## src/sv/cht_pkg.sv

```systemverilog
package cht_pkg;

  // Fixed field widths of the item and result.
  localparam int KEY_BYTES  = 15;
  localparam int KEY_HI_W   = 56;
  localparam int KEY_LO_W   = 64;
  localparam int KEY_W      = KEY_HI_W + KEY_LO_W;
  localparam int SUM_W      = 12;
  localparam int POS_OUT_W  = 3;
  localparam int BKT_OUT_W  = 4;

  // Default table geometry.
  localparam int DEF_BUCKETS     = 11;
  localparam int DEF_CHAIN_DEPTH = 8;

  // Depth of the queue between the front and the back end.
  localparam int QUEUE_DEPTH = 4;
  localparam int LVL_W       = $clog2(QUEUE_DEPTH + 1);

  localparam logic CMD_INSERT = 1'b0;
  localparam logic CMD_SEARCH = 1'b1;

  typedef enum logic [1:0] {
    ST_INSERTED  = 2'd0,
    ST_FOUND     = 2'd1,
    ST_NOT_FOUND = 2'd2,
    ST_FULL      = 2'd3
  } cht_status_t;

  typedef enum logic {
    B_IDLE = 1'b0,
    B_CMP  = 1'b1
  } cht_bstate_t;

  typedef struct packed {
    logic                cmd;
    logic [KEY_HI_W-1:0] key_high;
    logic [KEY_LO_W-1:0] key_low;
  } cht_req_t;

  typedef struct packed {
    cht_status_t          status;
    logic [POS_OUT_W-1:0] position;
    logic [BKT_OUT_W-1:0] bucket;
  } cht_result_t;

  // Unsigned sum of the fifteen key bytes.
  function automatic logic [SUM_W-1:0] key_byte_sum(input logic [KEY_W-1:0] key);
    logic [SUM_W-1:0] acc;
    acc = '0;
    for (int i = 0; i < KEY_BYTES; i++) begin
      acc = acc + SUM_W'(key[i*8 +: 8]);
    end
    return acc;
  endfunction

endpackage

```

## src/sv/cht_fifo.sv

```systemverilog
module cht_fifo import cht_pkg::*; #(
  parameter int WIDTH = 8,
  parameter int DEPTH = QUEUE_DEPTH
) (
  input  logic                           clk,
  input  logic                           rst_n,
  input  logic                           push,
  input  logic [WIDTH-1:0]               wdata,
  input  logic                           pop,
  output logic [WIDTH-1:0]               rdata,
  output logic                           empty,
  output logic [$clog2(DEPTH + 1)-1:0]   level
);

  localparam int PTR_W = (DEPTH > 1) ? $clog2(DEPTH) : 1;
  localparam int CNT_W = $clog2(DEPTH + 1);

  logic [WIDTH-1:0] mem_r [DEPTH];
  logic [PTR_W-1:0] wptr_r, wptr_nxt;
  logic [PTR_W-1:0] rptr_r, rptr_nxt;
  logic [CNT_W-1:0] level_r, level_nxt;

  always_comb begin
    wptr_nxt  = wptr_r;
    rptr_nxt  = rptr_r;
    level_nxt = level_r;
    if (push) begin
      wptr_nxt = (wptr_r == PTR_W'(DEPTH - 1)) ? '0 : wptr_r + 1'b1;
    end
    if (pop) begin
      rptr_nxt = (rptr_r == PTR_W'(DEPTH - 1)) ? '0 : rptr_r + 1'b1;
    end
    if (push && !pop) begin
      level_nxt = level_r + 1'b1;
    end else if (pop && !push) begin
      level_nxt = level_r - 1'b1;
    end
  end

  always_ff @(posedge clk) begin
    if (!rst_n) begin
      wptr_r  <= '0;
      rptr_r  <= '0;
      level_r <= '0;
    end else begin
      wptr_r  <= wptr_nxt;
      rptr_r  <= rptr_nxt;
      level_r <= level_nxt;
    end
  end

  always_ff @(posedge clk) begin
    if (push) begin
      mem_r[wptr_r] <= wdata;
    end
  end

  assign rdata = mem_r[rptr_r];
  assign empty = (level_r == '0);
  assign level = level_r;

endmodule

```

## config.mk

```make
export PLATFORM = sky130hd
export DESIGN_NAME = cht_fifo
export DESIGN_NICKNAME = d
export VERILOG_FILES = /design/src/sv/cht_pkg.sv /design/src/sv/cht_fifo.sv
export SDC_FILE = /design/constraint.sdc
export NUM_CORES = 1
export LEC_CHECK = 0
export BUFFER_PORTS_ARGS = -buffer_cell sky130_fd_sc_hd__buf_2
export CORE_ASPECT_RATIO = 2
export CORE_MARGIN = 1
export CORE_UTILIZATION = 40
export CTS_CLUSTER_SIZE = 30
export DETAILED_ROUTE_END_ITERATION = 10
export PLACE_DENSITY_LB_ADDON = 0.3
export SLEW_MARGIN = 0
export SYNTH_ARGS = -nofsm -noshare
export SYNTH_HDL_FRONTEND = slang
export SYNTH_SLANG_ARGS = --single-unit
```

## constraint.sdc

```tcl
create_clock -name clk -period 1.8 [get_ports clk]
set_clock_uncertainty 0.05 [all_clocks]
set_input_delay 0 -clock clk [delete_from_list [all_inputs] [get_ports clk]]
set_output_delay 0 -clock clk [all_outputs]
set_load 0.01 [all_outputs]
```

==> results.tsv, run 1 <==
metric	value	unit
status	finished, final reports clean	
Final ANT Viol Nets	0	
number of flops mapped to enable cells by yosys	32	
Post-Syn Area	1610	um2
CP Buf/Inv Count	0	
post-CTS setup buffers	0	
worst-path maximum fanout	4	
Design Area, Final	1980	um2
final setup TNS	0	ns
Required @ worst endpoint	1.97	ns
WL met1	900	um
Final nets	142	
Syn Area/Cell	18.9	um2
Final Hold Fails	0	
Top delay family on crit path	adder cells	
ys async rst share	0	
layout cells sized above 1	0.315	
register bit total from synthesis	41	
Finished Layout Cells	175	
Fmax	0.644	GHz
Critical Path Max Stage Delay	0.45	ns
pin count of the biggest net entering global routing	13	
effective utilization at floorplan	0.418	
commonest non-fill, non-tap cell in the layout	edfxtp_1	
Period minus WS final	1.55	ns
vias in the first global route	930	
Post-DP Area	1780	um2
Tot GR Track Use	0.136	
Cells after Synth	85	
clock latency on the worst-skew pair	0.29	ns
Hold Crit Class	in -> reg	
Detail Route met3 WL	85	um
grt ovf	0	
global-route wire length before repair	3920	um
fin crit share	0.863	
Main synth FF type	edfxtp_1	
Worst slew margin	0.709	
Ys Warns	0	
top sig layer	met4	
Worst setup SP type	flip-flop	
Critical Path Slowest Stage Cell	fa_1	
PwrDens	1060	nW/um2
clk buf depth	2	
Port Buffers	23	
Area Growth Syn to Fin	23.4	%
HPWL after DPL	1810	um
die area	4290	um2
hold_ws	0.0294	ns
Placed Cells incl. Taps	158	
WL/cell	14.2	um
DR DRC count	0	
Max IR drop VDD	0.000790	V
Leakage	0.741	nW
Data arrival, critical path	1.73	ns
# Max-Cap Violations	0	
post-synthesis net count	104	
row count	32	
IO Count	24	
RSZ-0062 raised after global routing	false	
gp weighted congestion	0.704	
Final setup viols	0	
ant diodes	0	
Initial DRC Count	11	
FILL cells	347	
crit-path cells	fa_1 > xor2_1 > or3_1 > a21boi_1	
final WL	2480	um
worst slew pin tran	0.436	ns
fin. max-slew vios	0	
vias	830	
clk sinks	41	
vias per std cell	4.74	
most frequent cells in the layout	32 x edfxtp_1, 23 x buf_2, 9 x dfxtp_1, 9 x dlygate4sd3_1, 8 x mux4_2	
Worst setup EP type	flip-flop	
DRT Pass-1 Iters	4	
Core ar.	3840	um2
Crit Path Class	reg -> reg	
Die Y	91.7	um
Die Width	46.8	um
initial antenna violation count	0	
CTS tree	yes	
Num CTS Buffers	5	
Root Driver	clkbuf_8	
CTS clk-pin slew, worst paths	0.08	ns
H-tree depth	2	
post-synth cell types	19	
Seq/Total Area, Yosys	0.710	
met2 WL	1420	um
[cell families after synthesis]
kind of cell | Yosys count | share of synthesized area
AND/OR/NAND/NOR | 14 | 0.0514
AO/OA/AOI/OAI | 3 | 0.0125
XOR/XNOR | 2 | 0.0109
multiplexers | 12 | 0.137
flip-flops | 41 | 0.710
buffers and inverters | 6 | 0.0194
adder cells (fa/ha/maj) | 7 | 0.0591
[cell usage after synthesis (2+ instances only)]
cell	count	share of area
ha_1	6	0.047
mux2i_1	4	0.025
dfxtp_1	9	0.11
and2_1	5	0.019
nor3_1	2	0.0062
nor2b_1	5	0.019
inv_1	4	0.0093
edfxtp_1	32	0.60
mux4_2	8	0.11
[registers in the layout (all words and copies together), names as in the netlist, named ones only]
name    flops
level       3
mem_r      32
rptr_r      2
wptr_r      2
[worst register-to-register path, cell delays in order (launching register included)]
cell	delay (ns)
dfxtp_1	0.36
fa_1	0.45
xor2_1	0.17
or3_1	0.31
a21boi_1	0.16
[power breakdown]
part,switching [mW],internal [mW],total [mW]
clock network,0.294,0.452,0.745
logic,0.119,0.129,0.249
registers,0.0341,1.08,1.11
total,0.447,1.66,2.10
[per-stage QoR]
step	power, mW	utilization	setup WS, ns
5_1_grt	2.19	0.516	0.171
4_1_cts	2.13	0.516	0.234
6_report	2.10	0.516	0.246
3_3_place_gp	1.35	0.463	0.321
2_1_floorplan	1.27	-	0.320
3_5_place_dp	1.37	0.463	0.189
[what timing repair did]
item                                   4_1_cts  5_1_grt
gates resized for setup                      0        0
hold buffers                                 9        0
endpoints found under the hold margin       41        0
[cell type report]
type                       instances  area (um2)  area share
clock buffer                       7        86.3      0.0435
clock inverter                     1        30.0      0.0151
inverter                           4        15.0     0.00757
tap                               51        63.8      0.0322
sequential                        41        1140       0.575
multi-input combinational         38         435       0.219
timing repair buffer              33         213       0.107
[final timing paths]
kind / start / endpoint / slack, ns / depth (start not counted)
hold / removal: pop / rptr_r[1] / 0.03 / 3
setup / recovery: level[0] / level[2] / 0.25 / 4
hold reg to reg: level[2] / level[2] / 0.49 / 2
setup reg to reg: level[0] / level[2] / 0.25 / 4
[layer usage]
layer | track usage | vias up
met5 | 0 | -
met4 | 0.105 | 0
met3 | 0.0354 | 7
met2 | 0.231 | 25
met1 | 0.124 | 404
li1 | - | 394
Power figures use the tool's default switching activity.
==> inputs of run 2 (changes only) <==
--- a/config.mk
+++ b/config.mk
@@ -8,7 +8,7 @@
 export BUFFER_PORTS_ARGS = -buffer_cell sky130_fd_sc_hd__buf_2
 export CORE_ASPECT_RATIO = 2
 export CORE_MARGIN = 1
-export CORE_UTILIZATION = 40
+export CORE_UTILIZATION = 30
 export CTS_CLUSTER_SIZE = 30
 export DETAILED_ROUTE_END_ITERATION = 10
 export PLACE_DENSITY_LB_ADDON = 0.3
==> run 2 against run 1 <==
Register-to-register slack about the same; via count grew 0.60%; total power decreased by 7.9%; first-iteration DRC count grew 9.1%; combinational power barely moved; wire length grew 4.1%; final area is 1.1% lower; sequential power barely moved; core utilization down 13 points; critical path depth unchanged; maximum frequency rose by 0.97%; largest cell class unchanged.
==> results.tsv, run 2 (synthesized netlist as in run 1, its figures left out) <==
metric	value	unit
Port Buffers	23	
Crit Path Class	reg -> reg	
area of the multi-input gates	435	um2
Die Width	53.8	um
Required @ worst endpoint	1.97	ns
clk buf depth	2	
Period minus WS final	1.54	ns
Leakage	0.727	nW
WHS Path Cells	3	
Area Growth Syn to Fin	22.1	%
DR DRC count	0	
row count	37	
clk sinks	41	
Largest Register	mem_r	
grt ovf	0	
# Max-Cap Violations	0	
Comb power frac	0.129	
clock latency on the worst-skew pair	0.28	ns
PwrDens	988	nW/um2
layout cells sized above 1	0.309	
Tot GR Track Use	0.106	
Final setup viols	0	
post-CTS setup buffers	0	
CP Buf/Inv Count	0	
Final nets	142	
fin. max-slew vios	0	
Seq. cell area	1140	um2
ant diodes	0	
pin count of the biggest net entering global routing	12	
Root Driver	clkbuf_8	
die area	5670	um2
CTS tree	yes	
initial antenna violation count	0	
Final Hold Fails	0	
WL/cell	14.3	um
sw frac	0.221	
Core ar.	5140	um2
Seq pwr share	0.573	
worst slew pin tran	0.475	ns
fin crit share	0.855	
Data arrival, critical path	1.70	ns
Worst setup EP type	flip-flop	
Critical Path Slowest Stage Cell	fa_1	
critical path depth	4	
IO Count	24	
final WL	2580	um
Die Y	106	um
Final ANT Viol Nets	0	
DRT Pass-1 Iters	3	
Reg2Reg Depth	4	
gp weighted congestion	0.665	
global-route wire length before repair	4110	um
Worst slew margin	0.684	
effective utilization at floorplan	0.313	
Initial DRC Count	12	
vias per std cell	4.61	
Critical Path Max Stage Delay	0.46	ns
vias	835	
commonest non-fill, non-tap cell in the layout	edfxtp_1	
worst-path maximum fanout	4	
crit-path cells	fa_1 > xor2_1 > or3_1 > a21boi_1	
Net Sw Power	428	uW
Num CTS Buffers	5	
internal power	1.51	mW
FILL cells	478	
vias in the first global route	907	
fin util	0.382	
RSZ-0062 raised after global routing	false	
Largest register FFs	32	
CTS clk-pin slew, worst paths	0.07	ns
Top delay family on crit path	adder cells	
Clock Power Share	0.298	
Max IR drop VDD	0.000505	V
Fmax	0.650	GHz
H-tree depth	2	
HPWL after DPL	1860	um
most frequent cells in the layout	32 x edfxtp_1, 23 x buf_2, 9 x dfxtp_1, 9 x dlygate4sd3_1, 8 x mux4_2	
Worst setup SP type	flip-flop	
final setup TNS	0	ns
Hold Crit Class	in -> reg	
status	finished, final reports clean	
==> run 2: area by class of cell <==
type | count | share of cell area
clock buffer | 7 | 0.0440
multi-input combinational | 38 | 0.222
tap | 58 | 0.0370
inverter | 4 | 0.00765
timing repair buffer | 33 | 0.108
sequential | 41 | 0.581
==> run 2: routing by layer <==
layer,vias up,global-route usage,wire length (um)
li1,393,-,-
met1,417,0.0988,874
met2,20,0.191,1530
met3,5,0.0274,115
met4,0,0.0564,64
met5,-,0,0
==> run 2: per-stage QoR <==
step                cells  worst slack, ns  instance area (um2)  hold slack, ns  total power [mW]
floorplan              85            0.320                 1610          0.0489              1.27
global placement      165            0.312                 1790           0.162              1.36
detailed placement    165            0.238                 1790           0.168              1.37
CTS                   181            0.228                 1960          0.0158              1.97
global route          181            0.168                 1960          0.0423              2.03
finish                181            0.261                 1960          0.0217              1.94
==> run 2: worst register-to-register path, delay by kind of cell, from the launching register on <==
kind	cells	cell delay, ns
and+or+nand+nor	1	0.31
xor gates and xnor gates	1	0.17
adders and majority gates	1	0.46
DFF	1	0.36
AOI/OAI and AO/OA	1	0.14
==> run 2: repair_timing <==
item | CTS | global route
endpoints found under the hold margin | 41 | 0
hold buffers | 9 | 0
gates resized for setup | 0 | 0
setup endpoints to repair | 0 | 0
==> run 2: power groups by stage <==
stage	clock (mW)	combinational, mW	sequential, mW
6_report	0.577	0.251	1.11
3_3_place_gp	0	0.229	1.13
4_1_cts	0.600	0.256	1.11
3_5_place_dp	0	0.239	1.13
5_1_grt	0.633	0.278	1.12
2_1_floorplan	0	0.147	1.13
==> run 2: final timing paths <==
| path | start | endpoint | slack, ns |
|---|---|---|---|
| min | pop | rptr_r[1] | 0.02 |
| max reg2reg | level[0] | level[2] | 0.26 |
| max | level[0] | level[2] | 0.26 |
| min reg2reg | level[2] | level[2] | 0.49 |
==> inputs of run 3 (changes only) <==
--- a/config.mk
+++ b/config.mk
@@ -12,6 +12,7 @@
 export CTS_CLUSTER_SIZE = 30
 export DETAILED_ROUTE_END_ITERATION = 10
 export PLACE_DENSITY_LB_ADDON = 0.3
+export RECOVER_POWER = 100
 export SLEW_MARGIN = 0
 export SYNTH_ARGS = -nofsm -noshare
 export SYNTH_HDL_FRONTEND = slang
==> run 3 against run 2 <==
Cell count unchanged; critical path depth is 1 lower; sequential power barely moved; die area stayed put; register-to-register slack worse by 0.03 ns; first-iteration DRC count fell by 17%; wire length is 0.39% lower; clock power about the same; sequential cell count did not move; global-route usage is the same; sequential share of layout area is 0.71 points higher; critical path type unchanged; critical endpoint is now mem_r[0][7].
==> results.tsv, run 3 (synthesized netlist as in run 1, its figures left out) <==
metric	value	unit
Period minus WS final	1.57	ns
Largest Register	mem_r	
Critical Path Slowest Stage Cell	and2_0	
IO Count	24	
WL/cell	14.2	um
Die Y	106	um
DRT Pass-1 Iters	3	
vias per std cell	4.62	
Largest register FFs	32	
gp weighted congestion	0.665	
CTS tree	yes	
Data arrival, critical path	1.43	ns
Core ar.	5140	um2
grt ovf	0	
# Max-Cap Violations	0	
Fmax	0.637	GHz
ant diodes	0	
Tot GR Track Use	0.106	
clock latency on the worst-skew pair	0.28	ns
vias	836	
clk buf depth	2	
Placed Cells incl. Taps	165	
Register-to-Register Setup Slack	0.23	ns
die area	5670	um2
power after layout	1.93	mW
Port Buffers	23	
Critical Path Max Stage Delay	0.56	ns
Die Width	53.8	um
status	finished, final reports clean	
hold_ws	0.0201	ns
post-place setup slack	0.238	ns
Area Growth Syn to Fin	20.6	%
Leakage	0.667	nW
vias in the first global route	907	
RSZ-0062 raised after global routing	false	
post-CTS setup buffers	0	
Final Hold Fails	0	
HPWL after DPL	1860	um
Worst setup EP type	flip-flop	
Hold Crit Class	in -> reg	
Final setup viols	0	
post-CTS resize count	0	
row count	37	
Required @ worst endpoint	1.66	ns
effective utilization at floorplan	0.313	
Finished Layout Cells	181	
initial antenna violation count	0	
layout cells sized above 1	0.154	
fin crit share	0.873	
WHS Path Cells	3	
H-tree depth	2	
Reg2Reg Depth	3	
Num CTS Buffers	5	
Max IR drop VDD	0.000505	V
final WL	2570	um
worst-path maximum fanout	8	
Root Driver	clkbuf_8	
CTS Hold Bufs	9	
Worst setup SP type	flip-flop	
Setup WS post-layout	0.229	ns
DR DRC count	0	
global-route wire length before repair	4110	um
worst slew pin tran	0.678	ns
crit-path cells	inv_1 > ha_1 > and2_0	
most frequent cells in the layout	32 x edfxtp_1, 20 x clkbuf_1, 9 x dfxtp_1, 9 x dlygate4sd3_1, 8 x mux4_2	
Final ANT Viol Nets	0	
pin count of the biggest net entering global routing	12	
CTS clk-pin slew, worst paths	0.07	ns
Initial DRC Count	10	
fin. max-slew vios	0	
PwrDens	993	nW/um2
clk sinks	41	
Final nets	142	
final setup TNS	0	ns
Crit Path Class	reg -> reg	
commonest non-fill, non-tap cell in the layout	edfxtp_1	
Worst slew margin	0.548	
run 3: cell type report:
class | instances | area (um2)
sequential | 41 | 1140
inverter | 4 | 15.0
clock buffer | 7 | 86.3
multi-input combinational | 38 | 435
timing repair buffer | 33 | 189
fill | 479 | 3200
tap | 58 | 72.6
run 3: worst max-delay path: cells and delay by family, from the launching register on:
kind                       cells  cell delay, ns
and+or+nand+nor                1            0.56
DFF                            1            0.35
adders and majority gates      1            0.15
buffers and inverters          1            0.10
run 3: worst paths after layout:
check	start	to
worst max register to register	wptr_r[0]	mem_r[0][7]
worst min-delay path	pop	rptr_r[1]
worst max-delay path	wptr_r[0]	mem_r[0][7]
worst min register to register	level[2]	level[2]
run 3: metal layers:
metal  GRT usage  share of wire  up-vias
met5           0              0        -
met4      0.0564          0.025        0
met3      0.0274          0.044        5
met2       0.191           0.60       20
met1      0.0988           0.33      418
li1            -              -      393
run 3: where the power goes:
group | switching (mW) | total (mW) | internal, mW | leakage (nW)
registers | 0.0347 | 1.11 | 1.08 | 0.368
logic | 0.121 | 0.237 | 0.115 | 0.254
clock network | 0.274 | 0.578 | 0.304 | 0.0443
run 3: per-stage QoR:
stage	instance area, um2	util
after floorplan	1610	-
after global placement	1790	0.348
after detailed placement	1790	0.348
after CTS	1960	0.382
after global routing	1940	0.377
final	1940	0.377
