===== src/sv/cht_pkg.sv =====
package cht_pkg;

  // Fixed field widths of the item and result.
  localparam int KEY_BYTES  = 15;
  localparam int KEY_HI_W   = 56;
  localparam int KEY_LO_W   = 64;
  localparam int KEY_W      = KEY_HI_W + KEY_LO_W;
  localparam int SUM_W      = 12;
  localparam int POS_OUT_W  = 3;
  localparam int BKT_OUT_W  = 4;

  // Default table geometry.
  localparam int DEF_BUCKETS     = 11;
  localparam int DEF_CHAIN_DEPTH = 8;

  // Depth of the queue between the front and the back end.
  localparam int QUEUE_DEPTH = 4;
  localparam int LVL_W       = $clog2(QUEUE_DEPTH + 1);

  localparam logic CMD_INSERT = 1'b0;
  localparam logic CMD_SEARCH = 1'b1;

  typedef enum logic [1:0] {
    ST_INSERTED  = 2'd0,
    ST_FOUND     = 2'd1,
    ST_NOT_FOUND = 2'd2,
    ST_FULL      = 2'd3
  } cht_status_t;

  typedef enum logic {
    B_IDLE = 1'b0,
    B_CMP  = 1'b1
  } cht_bstate_t;

  typedef struct packed {
    logic                cmd;
    logic [KEY_HI_W-1:0] key_high;
    logic [KEY_LO_W-1:0] key_low;
  } cht_req_t;

  typedef struct packed {
    cht_status_t          status;
    logic [POS_OUT_W-1:0] position;
    logic [BKT_OUT_W-1:0] bucket;
  } cht_result_t;

  // Unsigned sum of the fifteen key bytes.
  function automatic logic [SUM_W-1:0] key_byte_sum(input logic [KEY_W-1:0] key);
    logic [SUM_W-1:0] acc;
    acc = '0;
    for (int i = 0; i < KEY_BYTES; i++) begin
      acc = acc + SUM_W'(key[i*8 +: 8]);
    end
    return acc;
  endfunction

endpackage


===== src/sv/cht_front.sv =====
module cht_front import cht_pkg::*; #(
  parameter int BUCKETS = DEF_BUCKETS
) (
  input  logic                       clk,
  input  logic                       rst_n,
  input  logic                       start,
  input  cht_req_t                   req,
  input  logic [LVL_W-1:0]           fifo_level,
  output logic                       busy,
  output logic                       push,
  output cht_req_t                   push_req,
  output logic [$clog2(BUCKETS)-1:0] push_bucket
);

  localparam int BKT_W    = $clog2(BUCKETS);
  localparam int RECIP_SH = 24;
  localparam logic [RECIP_SH-1:0] RECIP = RECIP_SH'((1 << RECIP_SH) / BUCKETS);
  localparam int PROD_W   = SUM_W + RECIP_SH;
  localparam int QB_W     = SUM_W + 7;
  localparam int OCC_W    = LVL_W + 2;

  logic             v1_r, v2_r, v3_r;
  cht_req_t         req1_r, req2_r, req3_r;
  logic [SUM_W-1:0] sum1_r, sum2_r;
  logic [SUM_W-1:0] q2_r;
  logic [BKT_W-1:0] bkt3_r;

  logic              accept;
  logic [PROD_W-1:0] prod;
  logic [QB_W-1:0]   qb;
  logic [QB_W-1:0]   rem_w;
  logic [7:0]        rem8;
  logic [7:0]        rem_fix;
  logic [OCC_W-1:0]  occupancy;

  // Items in flight plus items queued; new items wait once the queue
  // could not take everything already in the pipeline.
  assign occupancy = OCC_W'(fifo_level) + OCC_W'(v1_r) + OCC_W'(v2_r) + OCC_W'(v3_r);
  assign busy      = (occupancy >= OCC_W'(QUEUE_DEPTH));
  assign accept    = start && !busy;

  // Quotient estimate by reciprocal; it is low by at most one.
  assign prod = PROD_W'(sum1_r) * PROD_W'(RECIP);

  always_comb begin
    qb      = QB_W'(q2_r) * QB_W'(BUCKETS);
    rem_w   = QB_W'(sum2_r) - qb;
    rem8    = rem_w[7:0];
    rem_fix = (rem8 >= 8'(BUCKETS)) ? rem8 - 8'(BUCKETS) : rem8;
  end

  always_ff @(posedge clk) begin
    if (!rst_n) begin
      v1_r <= 1'b0;
      v2_r <= 1'b0;
      v3_r <= 1'b0;
    end else begin
      v1_r <= accept;
      v2_r <= v1_r;
      v3_r <= v2_r;
    end
  end

  always_ff @(posedge clk) begin
    req1_r <= req;
    sum1_r <= key_byte_sum({req.key_high, req.key_low});
    req2_r <= req1_r;
    sum2_r <= sum1_r;
    q2_r   <= prod[PROD_W-1:RECIP_SH];
    req3_r <= req2_r;
    bkt3_r <= BKT_W'(rem_fix);
  end

  assign push        = v3_r;
  assign push_req    = req3_r;
  assign push_bucket = bkt3_r;

endmodule


===== config.mk =====
export PLATFORM = sky130hd
export DESIGN_NAME = cht_front
export DESIGN_NICKNAME = d
export VERILOG_FILES = /design/src/sv/cht_pkg.sv /design/src/sv/cht_front.sv
export SDC_FILE = /design/constraint.sdc
export NUM_CORES = 1
export LEC_CHECK = 0
export ABC_AREA = 1
export BUFFER_PORTS_ARGS = -buffer_cell sky130_fd_sc_hd__buf_2
export CORE_MARGIN = 2
export CORE_UTILIZATION = 51
export CTS_CLUSTER_SIZE = 16
export DETAILED_ROUTE_END_ITERATION = 16
export PLACE_DENSITY = 0.82
export SLEW_MARGIN = 10
export SYNTH_ARGS = -nofsm -noshare
export SYNTH_HDL_FRONTEND = slang
export SYNTH_SLANG_ARGS = --single-unit

===== constraint.sdc =====
create_clock -name clk -period 4.84 [get_ports clk]
set_input_delay 0.242 -clock clk [delete_from_list [all_inputs] [get_ports clk]]
set_output_delay 0.242 -clock clk [all_outputs]
set_load 0.05 [all_outputs]

==> summary.md, run 1 <==
| Metric | Value |
|---|---|
| DP Area | `between 0.015 and 0.02 mm²` |
| IO buf count | `between 200 and 300` |
| RSZ-0062 raised after global routing | `true` |
| Rel. slew slack | `0.645` |
| Post-Synthesis Cells | `1,375` |
| Setup TNS | `-63.1 ps` |
| DRC | `0` |
| Syn_area_per_cell | `approximately 12 µm²` |
| Fmax | `approximately 0.21 GHz` |
| DIE HEIGHT | `about 180 µm` |
| Initial core utilization | `0.517` |
| Part of the cycle the worst path needs | `1.01` |
| Endpoints failing hold | `1` |
| WP data arrival | `around 5300 ps` |
| Post-DP HPWL | `between 20 and 30 mm` |
| CORE AREA | `between 0.03 and 0.04 mm²` |
| Largest net degree at the start of global routing | `16` |
| Starting DRT DRC Count | `616` |
| Root Driver | `clkbuf_16` |
| Die ar. | `between 0.03 and 0.04 mm²` |
| Cell taking the most area after synthesis | `dfxtp_1` |
| DR WL/cell | `about 20 µm` |
| Status | `finished, violations left` |
| Yosys cell types | `32` |
| Worst clock skew | `roughly 16 ps` |
| Syn Nets | `1,790` |
| Placed Cells | `2,036` |
| Hold Crit Class | `in -> reg` |
| Fin nets | `~2.2k` |
| Yosys Warn Count | `0` |
| Rows | `64` |
| Actual slew at the worst max-slew pin | `between 500 and 600 ps` |
| Mapped Area | `about 0.016 mm²` |
| Fill cell total of the finished layout | `2,036` |
| Antenna violations before repair | `3` |
| Area growth syn-to-layout | `27.8%` |
| Top post-synthesis cells by area | `dfxtp_1 (50%), fa_1 (21%), ha_1 (9.6%)` |
| Final cell count without fillers | `2,227` |
| Min cycle time layout | `4880 ps` |
| First-pass GRT wire length | `around 65 mm` |
| Drt via density | `slightly below 5` |
| Routed WL | `between 40 and 50 mm` |
| Worst-skew pair later-pin latency | `around 530 ps` |
| Crit Path Class | `in -> reg` |
| Grt ovf | `0` |
| Cts bufs inserted | `37` |
| Clock tree buffer depth | `3` |
| RD Place Congestion | `between 0.8 and 0.9` |
| Boundary pin count | `between 200 and 300` |
| Final worst slack | `-36.2 ps` |
| Global-route total usage across every layer | `0.263` |
| Hold Slack | `-10.2 ps` |
| Final setup vio count | `4` |
| Failing checks | `hold timing, setup timing` |
| Layout cells sized above 1 | `0.210` |
| Max cap viols | `0` |
| Vias in the first global route | `12.1k` |
| Critical path startpoint category | `input port` |
| Design Area, Final | `between 0.02 and 0.025 mm²` |
| First-pass DRT Iterations | `6` |
| Clk pin slew, worst setup/hold paths | `~70 ps` |
| Yosys top cell area share | `0.504` |
| Routed vias | `~11k` |
| Clock Sinks | `398` |
| Worst Path Required | `5290 ps` |
| Multi-input logic area | `0.00664 mm²` |
| Routed Antenna Nets | `0` |
| Place WS | `-387 ps` |
| H-tree levels | `2` |
| CP Capture Type | `flip-flop` |
| Die Width | `between 150 and 200 µm` |
| Sequential cell area | `0.00797 mm²` |
| Final Max Tran Viols | `0` |
| Register area share after synthesis | `0.504` |
| Crit path max fanout | `4` |
| Yosys reg bits | `398` |
| CTS tree | `built` |
-- state kept, by name, indices dropped and copies added (netlist names) --
| name | count |
|---|---|
| push_req | 121 |
| req1_r | 121 |
| req2_r | 121 |
| sum1_r | 12 |
| q2_r | 8 |
| sum2_r | 8 |
| push_bucket | 4 |
| push | 1 |
| v1_r | 1 |
| v2_r | 1 |
-- placed cells by master, fill, tap and decap left out, types with 14 or more instances in the layout --
master / Yosys / final
xor2_1: 14 / 14
a21oi_1: 30 / 27
clkbuf_16: 0 / 38
nand2_1: 141 / 137
ha_1: 121 / 116
o21ai_0: 16 / 15
nor2_1: 39 / 37
inv_1: 342 / 340
nand4_1: 14 / 14
buf_2: 0 / 252
nand3_1: 29 / 28
fa_1: 167 / 161
dlygate4sd3_1: 0 / 122
dfxtp_1: 398 / 396
-- cells in the mapped netlist --
master,number
nor3_1,4
a21boi_0,2
nor3b_2,1
o21ai_0,16
a31o_2,1
nand2_2,6
a21oi_1,30
nand4_2,1
xnor2_1,4
clkinv_1,1
nand3_1,29
a21oi_2,1
inv_2,10
nand4_1,14
fa_1,167
a21o_1,8
a311o_1,1
o211ai_1,2
nand3_2,2
o21bai_1,3
dfxtp_1,398
nor2_4,2
o21a_1,2
inv_1,342
nor3_2,2
nor2_1,39
nand3b_1,3
o21ai_1,3
nor2_2,5
nand2_1,141
xor2_1,14
ha_1,121
-- final timing paths --
path | startpoint | end | slack [ps] | cells after the start
worst max-delay path | req[79] | sum1_r[11] | -40 | 18
worst min-delay path | req[116] | req1_r[116] | -10 | 1
worst max register to register | sum1_r[3] | q2_r[7] | 190 | 17
worst min register to register | req2_r[81] | push_req[81] | 310 | 0
-- stage by stage --
step | util | hold slack, ps
after global routing | 0.661 | 8.38
after global placement | 0.578 | 310
after floorplan | - | 270
after CTS | 0.657 | 41.4
after detailed placement | 0.578 | 312
final | 0.661 | -10.2
-- cell families (layout without fill, tap and decap cells) --
| group | Yosys count | count (layout) | synth area share |
|---|---|---|---|
| other | 0 | 3 | 0 |
| adder cells (fa/ha/maj) | 288 | 288 | 0.307 |
| AND/OR/NAND/NOR | 249 | 249 | 0.0700 |
| buffers and inverters | 353 | 806 | 0.0838 |
| XOR/XNOR | 18 | 18 | 0.00997 |
| flip-flops | 398 | 398 | 0.504 |
| AO/OA/AOI/OAI | 69 | 69 | 0.0253 |
-- worst max-delay path: stages --
cell           delay (ps)
dlygate4sd3_1         530
buf_2                 140
fa_1                  540
inv_1                  70
fa_1                  530
inv_1                  50
fa_1                  510
inv_1                  60
fa_1                  550
fa_2                  460
fa_1                  550
inv_1                  80
ha_4                  300
nand2_2               100
nor2_2                180
nand3_1               110
nand4_1               150
xor2_1                170
-- routing by layer --
metal	routed length, µm	GRT usage	vias to the layer above
li1	-	-	4944
met1	15200	0.276	5272
met2	22600	0.485	556
met3	3080	0.0604	189
met4	2840	0.147	0
met5	0	0	-
-- area by class of cell --
class | instances | share of cell area
clock inverter | 15 | 0.00495
antenna | 3 | 0.000371
clock buffer | 50 | 0.0537
tap | 396 | 0.0245
inverter | 353 | 0.0656
sequential | 398 | 0.394
timing repair buffer | 388 | 0.128
multi-input combinational | 624 | 0.328
-- repair_timing --
action | 4_1_cts | 5_1_grt
buffers inserted | 0 | 1
endpoints found under the hold margin | 124 | 0
gates resized for setup | 0 | 31
setup endpoints to repair | 0 | 11
hold buffers | 123 | 0
Power of run 1 is not shown: default switching activity piles up to over one toggle a cycle in this logic, so the estimate is an artifact.
==> inputs of run 2 (changes only) <==
--- a/config.mk
+++ b/config.mk
@@ -5,13 +5,12 @@
 export SDC_FILE = /design/constraint.sdc
 export NUM_CORES = 1
 export LEC_CHECK = 0
-export ABC_AREA = 1
 export BUFFER_PORTS_ARGS = -buffer_cell sky130_fd_sc_hd__buf_2
 export CORE_MARGIN = 2
-export CORE_UTILIZATION = 51
+export CORE_UTILIZATION = 50
 export CTS_CLUSTER_SIZE = 16
 export DETAILED_ROUTE_END_ITERATION = 16
-export PLACE_DENSITY = 0.82
+export PLACE_DENSITY = 0.81
 export SLEW_MARGIN = 10
 export SYNTH_ARGS = -nofsm -noshare
 export SYNTH_HDL_FRONTEND = slang
==> run 2 against run 1 <==
Sequential share of layout area grew 0.35 points. Largest cell class unchanged. First-iteration DRC count fell by 31%. Register-to-register slack lost 120 ps. Sequential cell count did not move. Design area shrank 0.85%. The run still ends with hold timing, setup timing left. Final cell count is 8.2% lower. Hold slack got worse by 17 ps. Synthesized cell count is 16% lower. Die area fell by 2.3%. Critical path depth did not move. Non-clock buffer count increased by 37. Critical path type unchanged. Core utilization increased by 1.4 points.
==> summary.md, run 2 <==
| Metric | Value |
|---|---|
| Mapped Area | `0.0151 mm² (-4.2%)` |
| Most frequent cells in the layout | `dfxtp_1 (395), inv_1 (264), buf_2 (240)` |
| Crit Path Class | `in -> reg` |
| CORE AREA | `0.0297 mm² (-2.9%)` |
| WP data arrival | `5360 ps (+30 ps)` |
| Most common cell in the synthesized netlist | `dfxtp_1` |
| Cell taking the most area after synthesis | `dfxtp_1` |
| Critical path startpoint category | `input port` |
| Reg2Reg Capture Point | `q2_r[6]` |
| Part of the cycle the worst path needs | `1.02 (+0.00930)` |
| Hold Slack | `-27.6 ps (-17.4 ps)` |
| CP most frequent cell | `fa_1` |
| Post-DP HPWL | `24.4 mm (-9.3%)` |
| Yosys reg bits | `398 (unchanged)` |
| Rel. slew slack | `0.677 (+0.0324)` |
| Grt met2 use | `0.473 (-0.0122)` |
| Hold Startpoint | `req[88]` |
| Worst Path Required | `5280 ps (about the same)` |
| DR WL/cell | `19.5 µm (-0.60%)` |
| Crit-path leading delay family | `adder cells` |
| Boundary pin count | `254 (unchanged)` |
| Slowest-stage cell, CP | `fa_1` |
| Cts bufs inserted | `38 (+2.7%)` |
| Global-route total usage across every layer | `0.249 (-0.0146)` |
| Synth Area in Adders | `0.321 (+0.0136)` |
| Clock tree buffer depth | `3 (unchanged)` |
| Root Driver | `clkbuf_16` |
| Yosys Warn Count | `0 (unchanged)` |
| Area growth syn-to-layout | `32.3%` |
| Fin nets | `2,035 (-8.2%)` |
| Commonest non-fill, non-tap cell in the layout | `dfxtp_1` |
| Fin util | `0.674 (+0.0136)` |
| Syn Nets | `1,571 (-12%)` |
| Grt ovf | `0 (unchanged)` |
| GR Util met1 | `0.249 (-0.0269)` |
| Hold Crit Class | `in -> reg` |
| Final worst slack | `-81.2 ps (-45.0 ps)` |
| Crit path max fanout | `2 (-2)` |
| First-pass DRT Iterations | `4 (-2)` |
| Worst reg2reg path depth | `16 (-1)` |
| Rows | `63 (-1.6%)` |
| Post-synth EDFFs | `0 (unchanged)` |
| Mux contribution to synthesized area | `0.000743 (+0.000743)` |
| Placed Cells | `1,844 (-9.4%)` |
| Clock Sinks | `398 (unchanged)` |
| IO buf count | `253 (unchanged)` |
| Yosys top cell area share | `0.526 (+0.0223)` |
| Routed WL | `39.9 mm (-8.7%)` |
| CP startpoint | `req[43]` |
| Largest net degree at the start of global routing | `16 (unchanged)` |
| Cell chain of the critical path | `buf_2 > inv_2 > fa_1 > inv_2 > fa_1 > fa_1 > fa_1 > fa_1 > inv_1 > fa_1 > inv_2 > ha_4 > a21o_1 > a21oi_4 > o21ai_4 > or4_4 > a2111o_1 > o311ai_2` |
| CP Capture Type | `flip-flop` |
| Fmax | `0.203 GHz (-0.91%)` |
| Post-Synthesis Cells | `1,156 (-16%)` |
| Worst hold path endpoint | `req1_r[88]` |
| Final setup vio count | `2 (-2)` |
| Synth Area in Compound Gates | `0.0347 (+0.00938)` |
| H-tree levels | `2 (unchanged)` |
| Area share of xor/xnor cells in the synthesized design | `0.0200 (+0.0100)` |
| Synth top cells by count | `dfxtp_1 (398), inv_1 (295), fa_1 (167)` |
| Status | `finished, violations left` |
| Die Width | `178 µm (-1.1%)` |
| Syn_area_per_cell | `13.1 µm² (+14%)` |
| Post-synth ARST share | `0 (unchanged)` |
| Layout cells sized above 1 | `0.262 (+0.0521)` |
| Max cap viols | `0 (unchanged)` |
| Routed Antenna Nets | `0 (unchanged)` |
| Final Max Tran Viols | `0 (unchanged)` |
| Max incr delay on CP | `610 ps (+60 ps)` |
| Drt via density | `4.71 (-4.3%)` |
| DRC | `0 (unchanged)` |
| Fill cell total of the finished layout | `1,858 (-8.7%)` |
| Top post-synthesis cells by area | `dfxtp_1 (53%), fa_1 (22%), ha_1 (10%)` |
| R2r setup slk | `70 ps (-120 ps)` |
| Synth Flop Type | `dfxtp_1` |
| Post-synthesis simple-gate area fraction | `0.0244 (-0.0456)` |
| CTS tree | `built` |
| R2R Path Start | `sum1_r[9]` |
| Hold-critical path depth | `1 (unchanged)` |
| Starting DRT DRC Count | `422 (-31%)` |
| RSZ-0062 raised after global routing | `true` |
| Min cycle time layout | `4920 ps (+45.0 ps)` |
| Register area share after synthesis | `0.526 (+0.0223)` |
| RD Place Congestion | `0.893 (+2.2%)` |
| Endpoints failing hold | `2 (+1)` |
| Crit path buf inv count | `5 (-1)` |
| Die ar. | `0.0317 mm² (-2.3%)` |
| Routing usage on met3 | `0.0586 (-0.00182)` |
| Worst-skew pair later-pin latency | `540 ps (about the same)` |
| Clk pin slew, worst setup/hold paths | `60 ps (about the same)` |
| Final cell count without fillers | `2,045 (-8.2%)` |
| Vias in the first global route | `11.0k (-9.4%)` |
| First-pass GRT wire length | `58.8 mm (-10%)` |
| Yosys cell types | `53 (+66%)` |
| Initial core utilization | `0.510 (-0.00735)` |
| Antenna violations before repair | `4 (+1)` |
| Routed vias | `9,637 (-12%)` |
| Worst clock skew | `12.4 ps (-3.95 ps)` |
| Actual slew at the worst max-slew pin | `480 ps (-51.9 ps)` |
| Failing checks | `hold timing, setup timing` |
| DIE HEIGHT | `178 µm (-1.1%)` |
| GR peak layer | `met2` |
| Largest family of logic cells by synthesized area | `adder cells` |
-- run 2: changes by cell type in the layout (fill, tap and decap cells not counted), sizes merged, moves of 8 or more --
cell    delta
nand2    -133
inv       -53
clkinv     -9
xnor2     +18
nand3     -26
nand4      -8
buf       +36
nor2      -31
a21oi     -12
o21ai     -11
-- run 2: cell type report --
| class | instances | area (µm²) | area share |
|---|---|---|---|
| multi-input combinational | 462 | 6220 | 0.311 |
| sequential | 398 | 7970 | 0.398 |
| timing repair buffer | 425 | 2940 | 0.147 |
| tap | 390 | 488 | 0.0244 |
| antenna | 7 | 17.5 | 0.000874 |
| inverter | 295 | 1120 | 0.0560 |
| clock buffer | 54 | 1120 | 0.0560 |
| clock inverter | 14 | 151 | 0.00755 |
-- run 2: what timing repair did --
item                                   4_1_cts  5_1_grt
pin swaps                                   10       47
hold buffers                               123        1
endpoints found under the hold margin      124        1
gates resized for setup                      7       62
setup endpoints to repair                    2       10
buffers inserted                             2        4
-- run 2: cell families (layout without fill, tap and decap cells) --
group | Yosys count | after routing
DFF | 398 | 398
AOI/OAI and AO/OA | 70 | 70
and+or+nand+nor | 70 | 70
xor gates and xnor gates | 33 | 33
adders and majority gates | 288 | 288
other | 0 | 7
buffers and inverters | 296 | 788
muxes | 1 | 1
-- run 2: stage by stage --
step           setup slack (ps)  TNS [ps]  hold slack, ps  cell area, µm²
3_3_place_gp               -588     -1410             310           17300
6_report                  -81.2     -89.0           -27.6           20000
5_1_grt                    -148      -564            6.34           20000
4_1_cts                    1.88         0            52.9           19900
2_1_floorplan              -179      -220             270           15200
3_5_place_dp               -619     -1560             312           17300
-- run 2: worst max-delay path by stage --
stage | cells past startpoint | slack [ps] | endpoint
final | 18 | -80 | sum1_r[11]
after global routing | 18 | -150 | sum1_r[11]
after CTS | 20 | 2 | sum1_r[10]
after detailed placement | 18 | -620 | sum1_r[11]
after global placement | 18 | -590 | sum1_r[11]
after floorplan | 17 | -180 | sum1_r[11]
-- run 2: routing by layer --
| layer | vias up | part of all wire |
|---|---|---|
| met5 | - | 0 |
| met4 | 0 | 0.057 |
| met3 | 139 | 0.069 |
| met2 | 368 | 0.54 |
| met1 | 4701 | 0.34 |
| li1 | 4429 | - |
Power of run 2 is left out for the same reason.
==> inputs of run 3 (changes only) <==
--- a/config.mk
+++ b/config.mk
@@ -7,10 +7,11 @@
 export LEC_CHECK = 0
 export BUFFER_PORTS_ARGS = -buffer_cell sky130_fd_sc_hd__buf_2
 export CORE_MARGIN = 2
-export CORE_UTILIZATION = 50
+export CORE_UTILIZATION = 52
+export CTS_BUF_LIST = sky130_fd_sc_hd__clkbuf_4 sky130_fd_sc_hd__clkbuf_8
 export CTS_CLUSTER_SIZE = 16
 export DETAILED_ROUTE_END_ITERATION = 16
-export PLACE_DENSITY = 0.81
+export PLACE_DENSITY = 0.84
 export SLEW_MARGIN = 10
 export SYNTH_ARGS = -nofsm -noshare
 export SYNTH_HDL_FRONTEND = slang
==> constraint.sdc (replaced) <==
create_clock -name clk -period 4.84 [get_ports clk]
set_input_delay 0.968 -clock clk [delete_from_list [all_inputs] [get_ports clk]]
set_output_delay 0.968 -clock clk [all_outputs]
set_load 0.05 [all_outputs]
==> run 3 against run 2 <==
The run ends with setup timing left. Non-clock buffer count fell by 118. Fmax fell by 11%. Sequential share of layout area rose by 2.6 points. Via count fell by 4.1%. Worst setup slack got worse by 630 ps. Design area fell by 6.1%. Highest routed layer is now met5.
==> summary.md, run 3 (same netlist as run 2, synthesis figures left out) <==
| Metric | Value |
|---|---|
| Crit-path leading delay family | `adder cells` |
| DR WL/cell | `18.6 µm (-4.9%)` |
| CORE AREA | `0.0287 mm² (-3.4%)` |
| Top routing layer in use | `met5` |
| Endpoints failing hold | `0 (-2)` |
| Routed WL | `36.3 mm (-9.1%)` |
| Sequential cell area | `0.00797 mm² (about the same)` |
| RSZ-0062 raised after global routing | `true` |
| Area growth syn-to-layout | `24.3%` |
| Initial core utilization | `0.528 (+0.0180)` |
| DRC | `0 (unchanged)` |
| Fill cell total of the finished layout | `1,917 (+3.2%)` |
| WL met2 | `19.6 mm (-8.4%)` |
| Most frequent cells in the layout | `dfxtp_1 (395), inv_1 (280), buf_2 (248)` |
| Final worst slack | `-714 ps (-633 ps)` |
| Layout cells sized above 1 | `0.302 (+0.0395)` |
| Rel. slew slack | `0.691 (+0.0139)` |
| IO buf count | `253 (unchanged)` |
| WP data arrival | `6030 ps (+670 ps)` |
| Cell chain of the critical path | `buf_6 > fa_1 > inv_1 > fa_1 > inv_2 > fa_1 > fa_1 > fa_1 > inv_2 > fa_1 > inv_2 > buf_6 > fa_2 > a21o_1 > a21oi_2 > nor2b_1 > o21a_1 > o211a_1 > xor2_1` |
| Starting DRT DRC Count | `430 (+1.9%)` |
| Max cap viols | `0 (unchanged)` |
| Die Width | `175 µm (-1.9%)` |
| Status | `finished, violations left` |
| Crit path max fanout | `2 (unchanged)` |
| CP most frequent cell | `fa_1` |
| Multi-input logic area | `0.00628 mm² (+0.90%)` |
| Rows | `62 (-1.6%)` |
| Grt ovf | `0 (unchanged)` |
| Place WS | `-1410 ps (-791 ps)` |
| First-pass DRT Iterations | `5 (+1)` |
| Die ar. | `0.0305 mm² (-3.8%)` |
| Fin util | `0.656 (-0.0186)` |
| Clock Sinks | `398 (unchanged)` |
| Actual slew at the worst max-slew pin | `451 ps (-28.6 ps)` |
| RD Place Congestion | `0.884 (-0.96%)` |
| Critical path startpoint category | `input port` |
| Worst-skew pair later-pin latency | `630 ps (+90 ps)` |
| Metal3 WL | `2.16 mm (-22%)` |
| Root Driver | `clkbuf_8` |
| CTS tree | `built` |
| Slowest-stage cell, CP | `fa_1` |
| Final Max Tran Viols | `0 (unchanged)` |
| First-pass GRT wire length | `52.6 mm (-11%)` |
| Clk pin slew, worst setup/hold paths | `70 ps (about the same)` |
| Worst clock skew | `47.3 ps (+34.9 ps)` |
| Antenna violations before repair | `6 (+2)` |
| Commonest non-fill, non-tap cell in the layout | `dfxtp_1` |
| Min cycle time layout | `5550 ps (+633 ps)` |
| Boundary pin count | `254 (unchanged)` |
| Clock tree buffer depth | `3 (unchanged)` |
| Vias in the first global route | `10.2k (-6.7%)` |
| Worst Path Required | `5320 ps (+40 ps)` |
| Failing checks | `setup timing` |
| Post-DP HPWL | `24.5 mm (+0.31%)` |
| Part of the cycle the worst path needs | `1.15 (+0.131)` |
| Global-route total usage across every layer | `0.225 (-0.0237)` |
| CP Capture Type | `flip-flop` |
| Routed vias | `9,243 (-4.1%)` |
| Crit Path Class | `in -> reg` |
| Fmax | `0.180 GHz (-11%)` |
| Drt via density | `4.73 (+0.38%)` |
| Fin nets | `1,935 (-4.9%)` |
| Max incr delay on CP | `580 ps (-30 ps)` |
| Final setup vio count | `7 (+5)` |
| H-tree levels | `2 (unchanged)` |
| Post-CTS Hold Fix Bufs | `0 (-100%)` |
| Cts bufs inserted | `56 (+47%)` |
| Largest net degree at the start of global routing | `17 (+1)` |
| Crit path buf inv count | `6 (+1)` |
| Hold Crit Class | `reg -> reg` |
| Met1 Routed Length | `12.6 mm (-6.2%)` |
| DIE HEIGHT | `175 µm (-1.9%)` |
| Routed Antenna Nets | `0 (unchanged)` |
run 3: cell count changes in the layout (fill, tap and decap cells not counted), sizes merged:
cell          change
clkinv            +1
bufinv            +1
dlymetal6s4s      -3
diode             -2
clkbuf           +33
dlygate4sd3     -121
buf               +6
run 3: per-stage QoR:
step	instances	instance area (µm²)	hold WS (ps)	TNS, ps
6_report	1954	18800	291	-3060
5_1_grt	1954	18800	301	-3830
4_1_cts	1945	18600	307	-2760
3_5_place_dp	1839	17300	312	-7090
3_3_place_gp	1839	17300	310	-6320
2_1_floorplan	1156	15200	310	-3290
run 3: path summary, 6_finish.rpt:
path / start / endpoint / slack [ps] / cells past startpoint
worst min register to register: req2_r[71] / push_req[71] / 290 / 0
worst max register to register: sum1_r[11] / q2_r[6] / 100 / 15
worst max-delay path: req[67] / sum1_r[10] / -710 / 19
worst min-delay path: req2_r[71] / push_req[71] / 290 / 0
run 3: metal layers:
metal | track usage | vias up
li1 | - | 4233
met1 | 0.233 | 4517
met2 | 0.418 | 370
met3 | 0.0564 | 121
met4 | 0.117 | 2
met5 | 0 | -
run 3: layout make-up:
| type | count | share of cell area |
|---|---|---|
| antenna | 5 | 0.000665 |
| clock buffer | 87 | 0.0563 |
| clock inverter | 16 | 0.00971 |
| inverter | 295 | 0.0594 |
| multi-input combinational | 462 | 0.334 |
| sequential | 398 | 0.424 |
| tap | 384 | 0.0255 |
| timing repair buffer | 307 | 0.0911 |
run 3: worst register-to-register path: cells and delay by family (launching register included):
kind | cells | cell delay (ps)
adder cells (fa/ha/maj) | 6 | 2800
AO/OA/AOI/OAI | 5 | 1080
flip-flops | 1 | 340
buffers and inverters | 3 | 260
AND/OR/NAND/NOR | 1 | 150
run 3: what timing repair did:
| item | CTS | global route |
|---|---|---|
| gates resized for setup | 21 | 34 |
| setup endpoints to repair | 8 | 13 |
| buffers inserted | 3 | 5 |
| pin swaps | 16 | 34 |
Power of run 3 is left out for the same reason.
